`src/hdl/mhsic_pkg.sv`:
```
`timescale 1ns / 1ps
// Shared types, widths and constants for the magnetometer calibrator.
// No dependencies; every other file refers to this package by scoped names.
package mhsic_pkg;

    localparam int GAIN_FRAC_BITS = 16;
    localparam int AXIS_COUNT     = 3;
    localparam int NUM_AXES       = 3;

    localparam int RAW_W  = 16;
    localparam int OFF_W  = 17;
    localparam int GAIN_W = 24;
    localparam int SPAN_W = 16;
    localparam int DIFF_W = 18;
    localparam int PROD_W = DIFF_W + GAIN_W + 1;
    localparam int SUM_W  = 18;
    localparam int DEN_W  = 18;
    localparam int NUM_W  = SUM_W + GAIN_FRAC_BITS;
    localparam int CNT_W  = $clog2(NUM_W + 1);
    localparam int AXIS_W = 2;

    localparam logic signed [RAW_W-1:0] RAW_MAX = 16'sh7FFF;
    localparam logic signed [RAW_W-1:0] RAW_MIN = -16'sh8000;
    localparam logic [GAIN_W-1:0] GAIN_ONE = GAIN_W'(1) << GAIN_FRAC_BITS;
    localparam logic [GAIN_W-1:0] GAIN_MAX = '1;
    localparam logic [AXIS_W-1:0] AXIS_LAST = AXIS_W'(AXIS_COUNT - 1);

    typedef enum logic [1:0] {
        KIND_CORRECT = 2'd0,
        KIND_START   = 2'd1,
        KIND_SAMPLE  = 2'd2,
        KIND_FINISH  = 2'd3
    } kind_t;

    typedef enum logic [3:0] {
        ST_IDLE,
        ST_CLEAR,
        ST_TRACK,
        ST_MUL,
        ST_SAT,
        ST_SUM,
        ST_DIV_LOAD,
        ST_DIV_RUN,
        ST_DIV_STORE,
        ST_DONE
    } state_t;

    typedef struct packed {
        logic              load;
        logic              clear;
        logic              track;
        logic              mul;
        logic              sat;
        logic              sum;
        logic              div_go;
        logic              store;
        logic [AXIS_W-1:0] axis;
    } cmd_t;

    typedef struct packed {
        logic sample_seen;
        logic span_zero;
        logic div_done;
    } stat_t;

endpackage

```
`src/hdl/magnetometer_hard_soft_iron_calibrator.sv`:
```
`timescale 1ns / 1ps
// Top level of the min/max hard-iron and soft-iron magnetometer calibrator.
// Depends on mhsic_pkg, mhsic_ctrl, mhsic_dp (and mhsic_div below it).
//
//  channel  | handshake               | payload
//  ---------+-------------------------+---------------------------------------
//  request  | start in, busy out      | kind, raw_x, raw_y, raw_z
//  result   | done out (1-cycle pulse)| corr_*, offset_*2, gain_*
//
// A request is taken on a clock edge with start high and busy low; busy then
// stays high until the result has gone out. Start passes through the clear state
// and a calibration sample through the track state before the done pulse; a
// finish with no sample seen goes straight to the done state.
// Correct runs each axis in turn through the single 18x25 multiplier, which is
// shared: a multiply state, then a shift-and-saturate state, per axis.
// Finish sums the spans, then runs the restoring divider on each axis in turn,
// which yields one gain quotient bit per cycle; an axis with zero span does not
// wait for its division and takes unity gain. busy drops the cycle after done.
// rst_n resets the trackers, offsets and gains (gains to unity) asynchronously.
// The receiver cannot stall: each result is valid for the done cycle only.
module magnetometer_hard_soft_iron_calibrator (
    input  logic                                 clk,
    input  logic                                 rst_n,
    input  logic                                 start,
    output logic                                 busy,
    input  logic [1:0]                           kind,
    input  logic signed [mhsic_pkg::RAW_W-1:0]   raw_x,
    input  logic signed [mhsic_pkg::RAW_W-1:0]   raw_y,
    input  logic signed [mhsic_pkg::RAW_W-1:0]   raw_z,
    output logic                                 done,
    output logic signed [mhsic_pkg::RAW_W-1:0]   corr_x,
    output logic signed [mhsic_pkg::RAW_W-1:0]   corr_y,
    output logic signed [mhsic_pkg::RAW_W-1:0]   corr_z,
    output logic signed [mhsic_pkg::OFF_W-1:0]   offset_x2,
    output logic signed [mhsic_pkg::OFF_W-1:0]   offset_y2,
    output logic signed [mhsic_pkg::OFF_W-1:0]   offset_z2,
    output logic [mhsic_pkg::GAIN_W-1:0]         gain_x,
    output logic [mhsic_pkg::GAIN_W-1:0]         gain_y,
    output logic [mhsic_pkg::GAIN_W-1:0]         gain_z
);

    mhsic_pkg::cmd_t  cmd;
    mhsic_pkg::stat_t stat;

    // Controller: decodes the request kind and walks the axes.
    mhsic_ctrl u_ctrl (
        .clk   (clk),
        .rst_n (rst_n),
        .start (start),
        .kind  (kind),
        .stat  (stat),
        .cmd   (cmd),
        .busy  (busy),
        .done  (done)
    );

    // Datapath: hold the trackers and calibration, drive the result ports.
    mhsic_dp u_dp (
        .clk       (clk),
        .rst_n     (rst_n),
        .cmd       (cmd),
        .stat      (stat),
        .raw_x     (raw_x),
        .raw_y     (raw_y),
        .raw_z     (raw_z),
        .corr_x    (corr_x),
        .corr_y    (corr_y),
        .corr_z    (corr_z),
        .offset_x2 (offset_x2),
        .offset_y2 (offset_y2),
        .offset_z2 (offset_z2),
        .gain_x    (gain_x),
        .gain_y    (gain_y),
        .gain_z    (gain_z)
    );

    // An accepted request must make the block busy on the next cycle.
    a_accept_busy: assert property (@(posedge clk) disable iff (!rst_n)
        (start && !busy) |=> busy)
        else $error("accepted request did not raise busy");

    // After a result the block returns to idle.
    a_done_idle: assert property (@(posedge clk) disable iff (!rst_n)
        done |=> !busy)
        else $error("block still busy after result");

    // A result only leaves while a request is in progress.
    a_done_busy: assert property (@(posedge clk) disable iff (!rst_n)
        done |-> busy)
        else $error("result without a request in progress");

    // Gains never reach zero: the span sum is at least the axis span.
    a_gain_nonzero: assert property (@(posedge clk) disable iff (!rst_n)
        done |-> (gain_x != '0) && (gain_y != '0) && (gain_z != '0))
        else $error("zero gain reported");

endmodule

```
`src/hdl/mhsic_div.sv`:
```
`timescale 1ns / 1ps
// Restoring unsigned divider, one quotient bit per cycle.
// Depends on mhsic_pkg for widths.
module mhsic_div (
    input  logic                          clk,
    input  logic                          rst_n,
    input  logic                          go,
    input  logic [mhsic_pkg::NUM_W-1:0]   dividend,
    input  logic [mhsic_pkg::DEN_W-1:0]   divisor,
    output logic                          done,
    output logic [mhsic_pkg::NUM_W-1:0]   quotient
);

    logic [mhsic_pkg::DEN_W-1:0] rem_reg;
    logic [mhsic_pkg::NUM_W-1:0] quo_reg;
    logic [mhsic_pkg::DEN_W-1:0] den_reg;
    logic [mhsic_pkg::CNT_W-1:0] cnt_reg;
    logic                        run_reg;
    logic                        done_reg;

    logic [mhsic_pkg::DEN_W:0]   rem_shift;
    logic                        fits;

    always_comb
    begin
        rem_shift = {rem_reg, quo_reg[mhsic_pkg::NUM_W-1]};
        fits      = rem_shift >= {1'b0, den_reg};
    end

    always_ff @(posedge clk or negedge rst_n)
    begin
        if (!rst_n)
        begin
            run_reg  <= 1'b0;
            done_reg <= 1'b0;
            cnt_reg  <= '0;
        end
        else
        begin
            done_reg <= 1'b0;
            if (go)
            begin
                run_reg <= 1'b1;
                cnt_reg <= mhsic_pkg::CNT_W'(mhsic_pkg::NUM_W);
            end
            else if (run_reg)
            begin
                cnt_reg <= cnt_reg - 1'b1;
                if (cnt_reg == mhsic_pkg::CNT_W'(1))
                begin
                    run_reg  <= 1'b0;
                    done_reg <= 1'b1;
                end
            end
        end
    end

    always_ff @(posedge clk)
    begin
        if (go)
        begin
            rem_reg <= '0;
            quo_reg <= dividend;
            den_reg <= divisor;
        end
        else if (run_reg)
        begin
            // shift in one dividend bit, subtract where it fits
            if (fits)
                rem_reg <= mhsic_pkg::DEN_W'(rem_shift - {1'b0, den_reg});
            else
                rem_reg <= rem_shift[mhsic_pkg::DEN_W-1:0];
            quo_reg <= {quo_reg[mhsic_pkg::NUM_W-2:0], fits};
        end
    end

    assign done     = done_reg;
    assign quotient = quo_reg;

endmodule

```
`src/hdl/mhsic_dp.sv`:
```
`timescale 1ns / 1ps
// Calibrator datapath: trackers, offsets, gains, shared multiplier and divider.
// Depends on mhsic_pkg and mhsic_div; driven by commands from mhsic_ctrl.
module mhsic_dp (
    input  logic                                 clk,
    input  logic                                 rst_n,
    input  mhsic_pkg::cmd_t                      cmd,
    output mhsic_pkg::stat_t                     stat,
    input  logic signed [mhsic_pkg::RAW_W-1:0]   raw_x,
    input  logic signed [mhsic_pkg::RAW_W-1:0]   raw_y,
    input  logic signed [mhsic_pkg::RAW_W-1:0]   raw_z,
    output logic signed [mhsic_pkg::RAW_W-1:0]   corr_x,
    output logic signed [mhsic_pkg::RAW_W-1:0]   corr_y,
    output logic signed [mhsic_pkg::RAW_W-1:0]   corr_z,
    output logic signed [mhsic_pkg::OFF_W-1:0]   offset_x2,
    output logic signed [mhsic_pkg::OFF_W-1:0]   offset_y2,
    output logic signed [mhsic_pkg::OFF_W-1:0]   offset_z2,
    output logic [mhsic_pkg::GAIN_W-1:0]         gain_x,
    output logic [mhsic_pkg::GAIN_W-1:0]         gain_y,
    output logic [mhsic_pkg::GAIN_W-1:0]         gain_z
);

    localparam int SHIFT = mhsic_pkg::GAIN_FRAC_BITS + 1;
    localparam logic signed [mhsic_pkg::PROD_W-1:0] RND_BIAS =
        (mhsic_pkg::PROD_W'(1) <<< SHIFT) - mhsic_pkg::PROD_W'(1);

    logic signed [mhsic_pkg::RAW_W-1:0]  raw_reg  [mhsic_pkg::NUM_AXES];
    logic signed [mhsic_pkg::RAW_W-1:0]  corr_reg [mhsic_pkg::NUM_AXES];
    logic signed [mhsic_pkg::RAW_W-1:0]  min_reg  [mhsic_pkg::NUM_AXES];
    logic signed [mhsic_pkg::RAW_W-1:0]  max_reg  [mhsic_pkg::NUM_AXES];
    logic signed [mhsic_pkg::OFF_W-1:0]  off2_reg [mhsic_pkg::NUM_AXES];
    logic [mhsic_pkg::GAIN_W-1:0]        gain_reg [mhsic_pkg::NUM_AXES];
    logic                                seen_reg;
    logic signed [mhsic_pkg::PROD_W-1:0] prod_reg;
    logic [mhsic_pkg::SUM_W-1:0]         sum_reg;

    logic signed [mhsic_pkg::PROD_W-1:0] prod_next;
    logic [mhsic_pkg::SUM_W-1:0]         sum_next;
    logic signed [mhsic_pkg::DIFF_W-1:0] diff;
    logic signed [mhsic_pkg::GAIN_W:0]   gain_s;
    logic signed [mhsic_pkg::PROD_W-1:0] prod_adj;
    logic signed [mhsic_pkg::PROD_W-1:0] quot;
    logic signed [mhsic_pkg::RAW_W-1:0]  corr_sat;
    logic signed [mhsic_pkg::OFF_W:0]    span_full;
    logic [mhsic_pkg::SPAN_W-1:0]        span;
    logic [mhsic_pkg::DEN_W-1:0]         divisor;
    logic [mhsic_pkg::NUM_W-1:0]         dividend;
    logic [mhsic_pkg::NUM_W-1:0]         quotient;
    logic                                div_done;
    logic [mhsic_pkg::GAIN_W-1:0]        gain_new;

    // correction: one axis through the multiplier, then shift and saturate
    always_comb
    begin
        diff = (mhsic_pkg::DIFF_W'(raw_reg[cmd.axis]) <<< 1)
             - mhsic_pkg::DIFF_W'(off2_reg[cmd.axis]);
        gain_s    = $signed({1'b0, gain_reg[cmd.axis]});
        prod_next = mhsic_pkg::PROD_W'(diff) * mhsic_pkg::PROD_W'(gain_s);

        // bias negatives so the shift truncates toward zero
        prod_adj = prod_reg + (prod_reg[mhsic_pkg::PROD_W-1] ? RND_BIAS : '0);
        quot     = prod_adj >>> SHIFT;
        if (quot > mhsic_pkg::PROD_W'(mhsic_pkg::RAW_MAX))
            corr_sat = mhsic_pkg::RAW_MAX;
        else if (quot < mhsic_pkg::PROD_W'(mhsic_pkg::RAW_MIN))
            corr_sat = mhsic_pkg::RAW_MIN;
        else
            corr_sat = quot[mhsic_pkg::RAW_W-1:0];
    end

    // finish: spans, their sum and the gain quotient
    always_comb
    begin
        span_full = mhsic_pkg::OFF_W'(max_reg[cmd.axis]) + 18'sd0
                  - (mhsic_pkg::OFF_W'(min_reg[cmd.axis]) + 18'sd0);
        span      = span_full[mhsic_pkg::SPAN_W-1:0];
        divisor   = mhsic_pkg::DEN_W'(span) * mhsic_pkg::DEN_W'(mhsic_pkg::AXIS_COUNT);
        dividend  = {sum_reg, mhsic_pkg::GAIN_FRAC_BITS'(0)};

        // spans are unsigned: zero-extend them into the sum
        sum_next = '0;
        for (int a = 0; a < mhsic_pkg::NUM_AXES; a++)
        begin
            if (a < mhsic_pkg::AXIS_COUNT)
                sum_next = sum_next + mhsic_pkg::SUM_W'($unsigned(
                    mhsic_pkg::SPAN_W'(max_reg[a] - min_reg[a])));
        end

        if (span == '0)
            gain_new = mhsic_pkg::GAIN_ONE;
        else if (|quotient[mhsic_pkg::NUM_W-1:mhsic_pkg::GAIN_W])
            gain_new = mhsic_pkg::GAIN_MAX;
        else
            gain_new = quotient[mhsic_pkg::GAIN_W-1:0];
    end

    mhsic_div u_div (
        .clk      (clk),
        .rst_n    (rst_n),
        .go       (cmd.div_go),
        .dividend (dividend),
        .divisor  (divisor),
        .done     (div_done),
        .quotient (quotient)
    );

    always_ff @(posedge clk or negedge rst_n)
    begin
        if (!rst_n)
        begin
            seen_reg <= 1'b0;
            for (int a = 0; a < mhsic_pkg::NUM_AXES; a++)
            begin
                min_reg[a]  <= mhsic_pkg::RAW_MAX;
                max_reg[a]  <= mhsic_pkg::RAW_MIN;
                off2_reg[a] <= '0;
                gain_reg[a] <= mhsic_pkg::GAIN_ONE;
            end
        end
        else
        begin
            if (cmd.clear)
            begin
                seen_reg <= 1'b0;
                for (int a = 0; a < mhsic_pkg::NUM_AXES; a++)
                begin
                    min_reg[a] <= mhsic_pkg::RAW_MAX;
                    max_reg[a] <= mhsic_pkg::RAW_MIN;
                end
            end
            if (cmd.track)
            begin
                seen_reg <= 1'b1;
                for (int a = 0; a < mhsic_pkg::NUM_AXES; a++)
                begin
                    if (a < mhsic_pkg::AXIS_COUNT)
                    begin
                        if (raw_reg[a] < min_reg[a])
                            min_reg[a] <= raw_reg[a];
                        if (raw_reg[a] > max_reg[a])
                            max_reg[a] <= raw_reg[a];
                    end
                end
            end
            if (cmd.store)
            begin
                off2_reg[cmd.axis] <= mhsic_pkg::OFF_W'(max_reg[cmd.axis])
                                    + mhsic_pkg::OFF_W'(min_reg[cmd.axis]);
                gain_reg[cmd.axis] <= gain_new;
            end
        end
    end

    always_ff @(posedge clk)
    begin
        if (cmd.load)
        begin
            raw_reg[0] <= raw_x;
            raw_reg[1] <= raw_y;
            raw_reg[2] <= raw_z;
            for (int a = 0; a < mhsic_pkg::NUM_AXES; a++)
                corr_reg[a] <= '0;
        end
        if (cmd.mul)
            prod_reg <= prod_next;
        if (cmd.sat)
            corr_reg[cmd.axis] <= corr_sat;
        if (cmd.sum)
            sum_reg <= sum_next;
    end

    assign stat.sample_seen = seen_reg;
    assign stat.span_zero   = (span == '0);
    assign stat.div_done    = div_done;

    assign corr_x    = corr_reg[0];
    assign corr_y    = corr_reg[1];
    assign corr_z    = corr_reg[2];
    assign offset_x2 = off2_reg[0];
    assign offset_y2 = off2_reg[1];
    assign offset_z2 = off2_reg[2];
    assign gain_x    = gain_reg[0];
    assign gain_y    = gain_reg[1];
    assign gain_z    = gain_reg[2];

endmodule

```
`src/hdl/mhsic_ctrl.sv`:
```
`timescale 1ns / 1ps
// Calibrator controller: sequences the datapath per request kind and axis.
// Depends on mhsic_pkg for the state, kind, command and status types.
module mhsic_ctrl (
    input  logic             clk,
    input  logic             rst_n,
    input  logic             start,
    input  logic [1:0]       kind,
    input  mhsic_pkg::stat_t stat,
    output mhsic_pkg::cmd_t  cmd,
    output logic             busy,
    output logic             done
);

    mhsic_pkg::state_t                state_reg, state_next;
    logic [mhsic_pkg::AXIS_W-1:0]     axis_reg, axis_next;

    always_ff @(posedge clk or negedge rst_n)
    begin
        if (!rst_n)
        begin
            state_reg <= mhsic_pkg::ST_IDLE;
            axis_reg  <= '0;
        end
        else
        begin
            state_reg <= state_next;
            axis_reg  <= axis_next;
        end
    end

    // next state
    always_comb
    begin
        state_next = state_reg;
        axis_next  = axis_reg;
        unique case (state_reg)
            mhsic_pkg::ST_IDLE:
            begin
                axis_next = '0;
                if (start)
                begin
                    unique case (mhsic_pkg::kind_t'(kind))
                        mhsic_pkg::KIND_CORRECT: state_next = mhsic_pkg::ST_MUL;
                        mhsic_pkg::KIND_START:   state_next = mhsic_pkg::ST_CLEAR;
                        mhsic_pkg::KIND_SAMPLE:  state_next = mhsic_pkg::ST_TRACK;
                        mhsic_pkg::KIND_FINISH:
                            state_next = stat.sample_seen ? mhsic_pkg::ST_SUM
                                                          : mhsic_pkg::ST_DONE;
                        default:                 state_next = mhsic_pkg::ST_DONE;
                    endcase
                end
            end
            mhsic_pkg::ST_CLEAR:    state_next = mhsic_pkg::ST_DONE;
            mhsic_pkg::ST_TRACK:    state_next = mhsic_pkg::ST_DONE;
            mhsic_pkg::ST_MUL:      state_next = mhsic_pkg::ST_SAT;
            mhsic_pkg::ST_SAT:
            begin
                if (axis_reg == mhsic_pkg::AXIS_LAST)
                    state_next = mhsic_pkg::ST_DONE;
                else
                begin
                    state_next = mhsic_pkg::ST_MUL;
                    axis_next  = axis_reg + 1'b1;
                end
            end
            mhsic_pkg::ST_SUM:      state_next = mhsic_pkg::ST_DIV_LOAD;
            mhsic_pkg::ST_DIV_LOAD:
                state_next = stat.span_zero ? mhsic_pkg::ST_DIV_STORE
                                            : mhsic_pkg::ST_DIV_RUN;
            mhsic_pkg::ST_DIV_RUN:
            begin
                if (stat.div_done)
                    state_next = mhsic_pkg::ST_DIV_STORE;
            end
            mhsic_pkg::ST_DIV_STORE:
            begin
                if (axis_reg == mhsic_pkg::AXIS_LAST)
                    state_next = mhsic_pkg::ST_DONE;
                else
                begin
                    state_next = mhsic_pkg::ST_DIV_LOAD;
                    axis_next  = axis_reg + 1'b1;
                end
            end
            mhsic_pkg::ST_DONE:     state_next = mhsic_pkg::ST_IDLE;
            default:                state_next = mhsic_pkg::ST_IDLE;
        endcase
    end

    // outputs; the divider is always launched, a zero-span axis drops its quotient
    always_comb
    begin
        cmd        = '0;
        cmd.axis   = axis_reg;
        cmd.load   = (state_reg == mhsic_pkg::ST_IDLE) && start;
        cmd.clear  = (state_reg == mhsic_pkg::ST_CLEAR);
        cmd.track  = (state_reg == mhsic_pkg::ST_TRACK);
        cmd.mul    = (state_reg == mhsic_pkg::ST_MUL);
        cmd.sat    = (state_reg == mhsic_pkg::ST_SAT);
        cmd.sum    = (state_reg == mhsic_pkg::ST_SUM);
        cmd.div_go = (state_reg == mhsic_pkg::ST_DIV_LOAD);
        cmd.store  = (state_reg == mhsic_pkg::ST_DIV_STORE);
        busy       = (state_reg != mhsic_pkg::ST_IDLE);
        done       = (state_reg == mhsic_pkg::ST_DONE);
    end

endmodule
```
`config.mk`:
```
export PLATFORM = sky130hd
export DESIGN_NAME = magnetometer_hard_soft_iron_calibrator
export DESIGN_NICKNAME = d
export VERILOG_FILES = /design/src/hdl/mhsic_pkg.sv /design/src/hdl/magnetometer_hard_soft_iron_calibrator.sv /design/src/hdl/mhsic_div.sv /design/src/hdl/mhsic_dp.sv /design/src/hdl/mhsic_ctrl.sv
export SDC_FILE = /design/constraint.sdc
export NUM_CORES = 2
export LEC_CHECK = 0
export BUFFER_PORTS_ARGS = -buffer_cell sky130_fd_sc_hd__buf_2
export CORE_UTILIZATION = 55
export DETAILED_ROUTE_END_ITERATION = 8
export PLACE_DENSITY = 0.78
export SLEW_MARGIN = 20
export SYNTH_ARGS = -nofsm -noshare
export SYNTH_HDL_FRONTEND = slang
export SYNTH_SLANG_ARGS = --single-unit
```
`constraint.sdc`:
```
create_clock -name clk -period 32.4 [get_ports clk]
set_clock_uncertainty 0.15 [all_clocks]
set_input_delay 4.86 -clock clk [delete_from_list [all_inputs] [get_ports clk]]
set_output_delay 4.86 -clock clk [all_outputs]
set_load 0.005 [all_outputs]
```
Word level (Yosys, flattened, before mapping):

Memory sizes are Yosys's and may differ from the RTL's.
Index checks and enable logic that the tools add are counted.

* register bits after elaboration: 365
* bits in latches: 0
* bits in writable memories: 96
* memory bits (read-only): 0
* input bits: 53
* output and inout bits: 173
* word-level logic and storage cells: 147
* memories: 2

* $add $sub $neg: 12
* multipliers: 2
* div/mod/pow operators: 0
* order comparisons: 11
* equality and inequality tests: 17
* shift-type cells: 0
* muxes and demuxes: 63
* bitwise logic cells: 1
* reduce and logical (&&, ||, !) cells: 15

Memory list
* u_dp.corr_reg: depth 3, width 16, read ports 3, clocked after memory_dff 0, wr ports 3, RTL line mhsic_dp.sv:28 `logic signed [mhsic_pkg::RAW_W-1:0] corr_reg [mhsic_pkg::NUM_AXES];`
* u_dp.raw_reg: depth 3, width 16, read ports 4, clocked after memory_dff 0, wr ports 3, RTL line mhsic_dp.sv:27 `logic signed [mhsic_pkg::RAW_W-1:0] raw_reg [mhsic_pkg::NUM_AXES];`

Operator list (number)
* $mux 16: 13
* $mux 48: 4
* $mux 24: 5
* $bwmux 72: 1
* $mux 17: 4
* $mux 34: 2
* $bmux 16 s2: 2
* $sub 16x16->16: 4
* $bwmux 51: 1
* $bmux 24 s2: 1
* $demux 24 s2: 1
* $gt 16x16->1: 3
* $lt 16x16->1: 3
* $add 43x17->43: 1
* $mul 18x25->43: 1
* $add 16x16->17: 2
* $bmux 17 s2: 1
* $demux 17 s2: 1
* $pmux 4 s8: 1
* $gt 26x16->1 const B: 1
* $lt 26x16->1 const B: 1
* $mux 4: 6
* $ge 19x18->1: 1
* $add 18x16->18: 1
* 33 further kinds: 60

Longest topological paths before layout:

* word-level depth: 8
* gate-level depth with buffers: 42
* gate-level depth less buffers: 36

Modules after synthesis:

A second synthesis with hierarchy kept.

* cells, all modules: 4577
* area total of the unflattened synthesis: 42972.5 um^2

Modules (own cells, without submodules)
* mhsic_dp: times used 1, cells each 4143, area each 38270.5 um^2, seq. area each 10283.6 um^2
* mhsic_div: times used 1, cells each 369, area each 4141.5 um^2, seq. area each 2122.0 um^2
* mhsic_ctrl: times used 1, cells each 65, area each 560.5 um^2, seq. area each 150.1 um^2

Worst setup path before layout:

Ideal clock, no wire load.

* path kind: flip-flop to flip-flop
* start: register u_ctrl.axis_reg[1] (netlist bit)
* end: register u_dp.prod_reg[42] (netlist bit), data pin
* setup time: 0.260 ns
* arrival: 10.236 ns
* required time: 31.990 ns
* slack: 21.754 ns
* stages on the path, launching flop included: 42
* buffers on the path: 6
* period minus slack after synthesis: 10.646 ns
* cells stage by stage: dfrtp_1 > buf_1 > buf_1 > clkbuf_1 > buf_1 > mux2i_1 > nor2_1 > a21oi_1 > inv_1 > fa_1 > nor2b_1 > o21ai_0 > a21boi_0 > o21ai_0 > a21oi_1 > a41oi_1 > a21oi_1 > a41o_1 > (+6 left out) > fa_1 > inv_1 > fa_1 > fa_1 > fa_1 > inv_1 > fa_1 > inv_1 > ha_1 > a21oi_1 > o21ai_0 > or2_2 > o221ai_1 > o21ai_1 > a41o_1 > o41ai_1 > o21ai_0 > xnor2_1

* word-level cells in the longest chain between the ends: 6
* elaborated cells on any way between the ends: 10
* those cells by class: add/sub: 1; mul: 1; mux: 6; bitwise: 1; memory: 1

Ends and longest elaborated chain
* start: declaration: RTL line mhsic_ctrl.sv:16 `logic [mhsic_pkg::AXIS_W-1:0] axis_reg, axis_next;`
* start signal: assignment: RTL line mhsic_ctrl.sv:28 `axis_reg <= axis_next;`
* $not 2->3 (implied by the code): RTL line mhsic_dp.sv:56, mhsic_dp.sv:57
* $bmux 17 s2: RTL line mhsic_dp.sv:56 `- mhsic_pkg::DIFF_W'(off2_reg[cmd.axis]);`
* $mux 17 (implied by the code) (2 in series): RTL line mhsic_dp.sv:56
* $sub 17x17->18: RTL line mhsic_dp.sv:56
* $mul 18x25->43 *: RTL line mhsic_dp.sv:58 `prod_next = mhsic_pkg::PROD_W'(diff) * mhsic_pkg::PROD_W'(gain_s);`
* net u_dp.prod_next (one bit): RTL line mhsic_dp.sv:37 `logic signed [mhsic_pkg::PROD_W-1:0] prod_next;`
* end signal: assignment: RTL line mhsic_dp.sv:165 `prod_reg <= prod_next;`
* end: declaration: RTL line mhsic_dp.sv:34 `logic signed [mhsic_pkg::PROD_W-1:0] prod_reg;`

The timed path passes the listed nets; every way through them passes the cells marked *. The select of a mux whose other input is x is not followed.
A chain may end at the register's enable or synchronous reset.

Worst setup path in the final report:

Same ends and word-level chain as after synthesis.

==> reports/results.tsv <==
metric	value	unit
final_cell_mix	inv_1, nand2_1, ha_1, nor2_1, fa_1	
drtAntennaViolNets	0	
route.met2.wl	61100	um
wl_met1	48900	um
synth-simple-area-share	13.6	%
path_buf_inv	5	
cts_sinks	461	
placed_cells	5843	
first_global_vias	35426	
crit_path_top_delay_cell	dfrtp_4	
syn-num-nets	5572	
fp.dieW	283	um
tightestPinTransition	1.23	ns
synth_edf_count	193	
synth_fa_ha_area_share	28.8	%
min_period	12.11	ns
ys_ff_latch	461	
drtPass1Iterations	8	
postCtsHoldBufs	0	
postSynthAreaPerCell	9.20	sq um
cts_root_buf	clkbuf_16	
grt_overflow_total	0	
areaGrowthSynthToFinish	9.65	%
clk_latency	0.64	ns
slew_headroom	17.5	%
wl_met3	10300	um
fmax	0.0826	GHz
cp-end-kind	register	
crit_arrival	12.30	ns
fin_tns_setup	0	ns
port_buffers	225	
finalSetupViolations	0	
critical-path-max-stage-delay	1.03	ns
cts_tree	built	
htree_levels	2	
grt_start_max_net_pins	94	
hold_start	u_dp.u_div.rem_reg[2]	
layout_commonest_cell	inv_1	
fin_util	61.4	%
nNetsFinal	5697	
start_kind	register	
timing.rr.end	u_dp.prod_reg[42]	
max-cap-violations	0	
fin_crit_sh	37.4	%
drive_gt1_share	11.4	%
startpoint	u_ctrl.axis_reg[1]	
hold_viol_final	0	
power_leakage	22.4	nW
numCtsBuffers	53	
p_per_area	27.2	nW/um^2
synth_cell_types	80	
slew_violations	0	
grt_pass1_wl	203000	um
outcome	finished, final reports clean	
rows	102	
rsz0062_at_grt	no	
antenna_found_initial	2	
synth_top_family_by_area	adder cells	
synthFlopType	edfxtp_1	
rr_startpoint	u_ctrl.axis_reg[1]	
synth_compound_area_share	12.9	%
cts_buffer_depth	3	
crit_path_end	u_dp.prod_reg[42]	
yosysWarnings	0	
worst_path_most_repeated_cell	fa_1	
ir_worst_vdd	0.0411	mV
core_area	77800	sq um
die_height	283	um
required	32.59	ns
place_congestion	1.02	
num_io_pins	226	
drcViolationCount	0	
grt.total_usage	32.7	%
reg2reg_slack	20.29	ns
synth_xor_area_share	3.90	%
die_area	80300	sq um
cp_max_fo	71	
hpwl	102000	um
dr_total_vias	35398	
drtIter0Drc	3020	
critPathKind	reg2reg	
syn-cell-area	43600	sq um
cts_resized	0	
worstHoldPathType	reg2reg	
syn_inst	4733	
vias_per_cell	5.96	
top_layer_used	met5	
layoutNonFillerInstCount	5944	
reg2reg_depth	32	
synth_mux_area_share	5.13	%
clk_pin_slew	0.06	ns
cts_setup_buffers	0	
synth-seq-area-share	28.5	%
cp_num_cells	32	
routed_wl	130000	um
start_util	56.0	%
synthArstFlopShare	50.8	%
cp_top_family	compound AO/OA/AOI/OAI gates	
wl_per_cell	21.9	um
cell usage after synthesis, types with 15 or more instances:
| master | instances | area [sq um] |
|---|---|---|
| a211oi_1 | 26 | 195 |
| a21o_1 | 96 | 721 |
| a21oi_1 | 245 | 1230 |
| a311oi_1 | 19 | 166 |
| a31oi_1 | 25 | 156 |
| a41oi_1 | 19 | 166 |
| and2_1 | 30 | 188 |
| and3_1 | 25 | 156 |
| clkbuf_1 | 178 | 668 |
| dfrtp_1 | 183 | 4580 |
| dfstp_2 | 51 | 1340 |
| dfxtp_1 | 34 | 681 |
| edfxtp_1 | 193 | 5800 |
| fa_1 | 362 | 7250 |
| ha_1 | 424 | 5310 |
| inv_1 | 623 | 2340 |
| mux2_2 | 81 | 912 |
| mux2i_1 | 130 | 1300 |
| nand2_1 | 597 | 2240 |
| nand2b_1 | 51 | 319 |
| nand3_1 | 79 | 395 |
| nand4_1 | 22 | 138 |
| nor2_1 | 380 | 1430 |
| nor2b_1 | 38 | 238 |
| nor3_1 | 61 | 305 |
| o211ai_1 | 15 | 113 |
| o21a_1 | 22 | 165 |
| o21ai_0 | 283 | 1420 |
| o21bai_1 | 30 | 225 |
| o31ai_1 | 19 | 143 |
| or3_1 | 15 | 93.8 |
| xnor2_1 | 139 | 1220 |
| xor2_1 | 55 | 482 |
where the power goes:
part / switching, W / total [W] / internal (W)
logic: 0.00000709 / 0.00000960 / 0.00000250
clock network: 0.000266 / 0.000685 / 0.000419
registers: 0 / 0.000606 / 0.000606
total: 0.000273 / 0.00130 / 0.00103
metrics by stage:
| step | worst slack (ns) | hold slack [ns] | instance area (sq um) | power [W] |
|---|---|---|---|---|
| floorplan | 21.75 | 0.303 | 43600 | 0.000617 |
| global placement | 20.87 | 0.327 | 45700 | 0.000627 |
| detailed placement | 20.43 | 0.331 | 45700 | 0.000627 |
| CTS | 20.39 | 0.339 | 47700 | 0.00131 |
| global route | 19.64 | 0.361 | 47800 | 0.00133 |
| finish | 20.29 | 0.336 | 47800 | 0.00130 |
worst min-delay path, cell delays in order (launching register included):
cell     delay (ns)
dfxtp_1        0.33
nand2_1        0.05
o21ai_0        0.06
metal layers:
metal | vias to the layer above | global-route usage (%)
li1 | 16108 | -
met5 | - | 0
met4 | 2 | 21.8
met2 | 1630 | 53.3
met3 | 465 | 5.88
met1 | 17193 | 39.6
cells by family (layout without fill, tap and decap cells):
group / count (synthesis) / count (layout)
AO/OA/AOI/OAI: 904 / 904
XOR/XNOR: 194 / 194
adder cells (fa/ha/maj): 787 / 787
buffers and inverters: 824 / 994
flip-flops: 461 / 461
multiplexers: 212 / 212
other: 0 / 1
AND/OR/NAND/NOR: 1351 / 1351
how the worst min path moves through the flow:
stage	to	slack, ns	cells past startpoint
after floorplan	u_dp.u_div.rem_reg[12]	0.30	2
after global placement	u_dp.u_div.rem_reg[2]	0.33	2
after detailed placement	u_dp.u_div.rem_reg[2]	0.33	2
after CTS	u_dp.u_div.rem_reg[2]	0.34	2
after global routing	u_dp.u_div.rem_reg[2]	0.36	2
final	u_dp.u_div.rem_reg[2]	0.34	2
area by class of cell:
cell class	instances	area (sq um)
antenna	1	2.50
timing repair buffer	270	1480
fill	6571	30100
tap	1040	1300
sequential	461	12400
clock buffer	72	1540
multi-input combinational	3448	28200
inverter	624	2340
clock inverter	28	480
No activity file was read; power rests on OpenSTA's default activity.
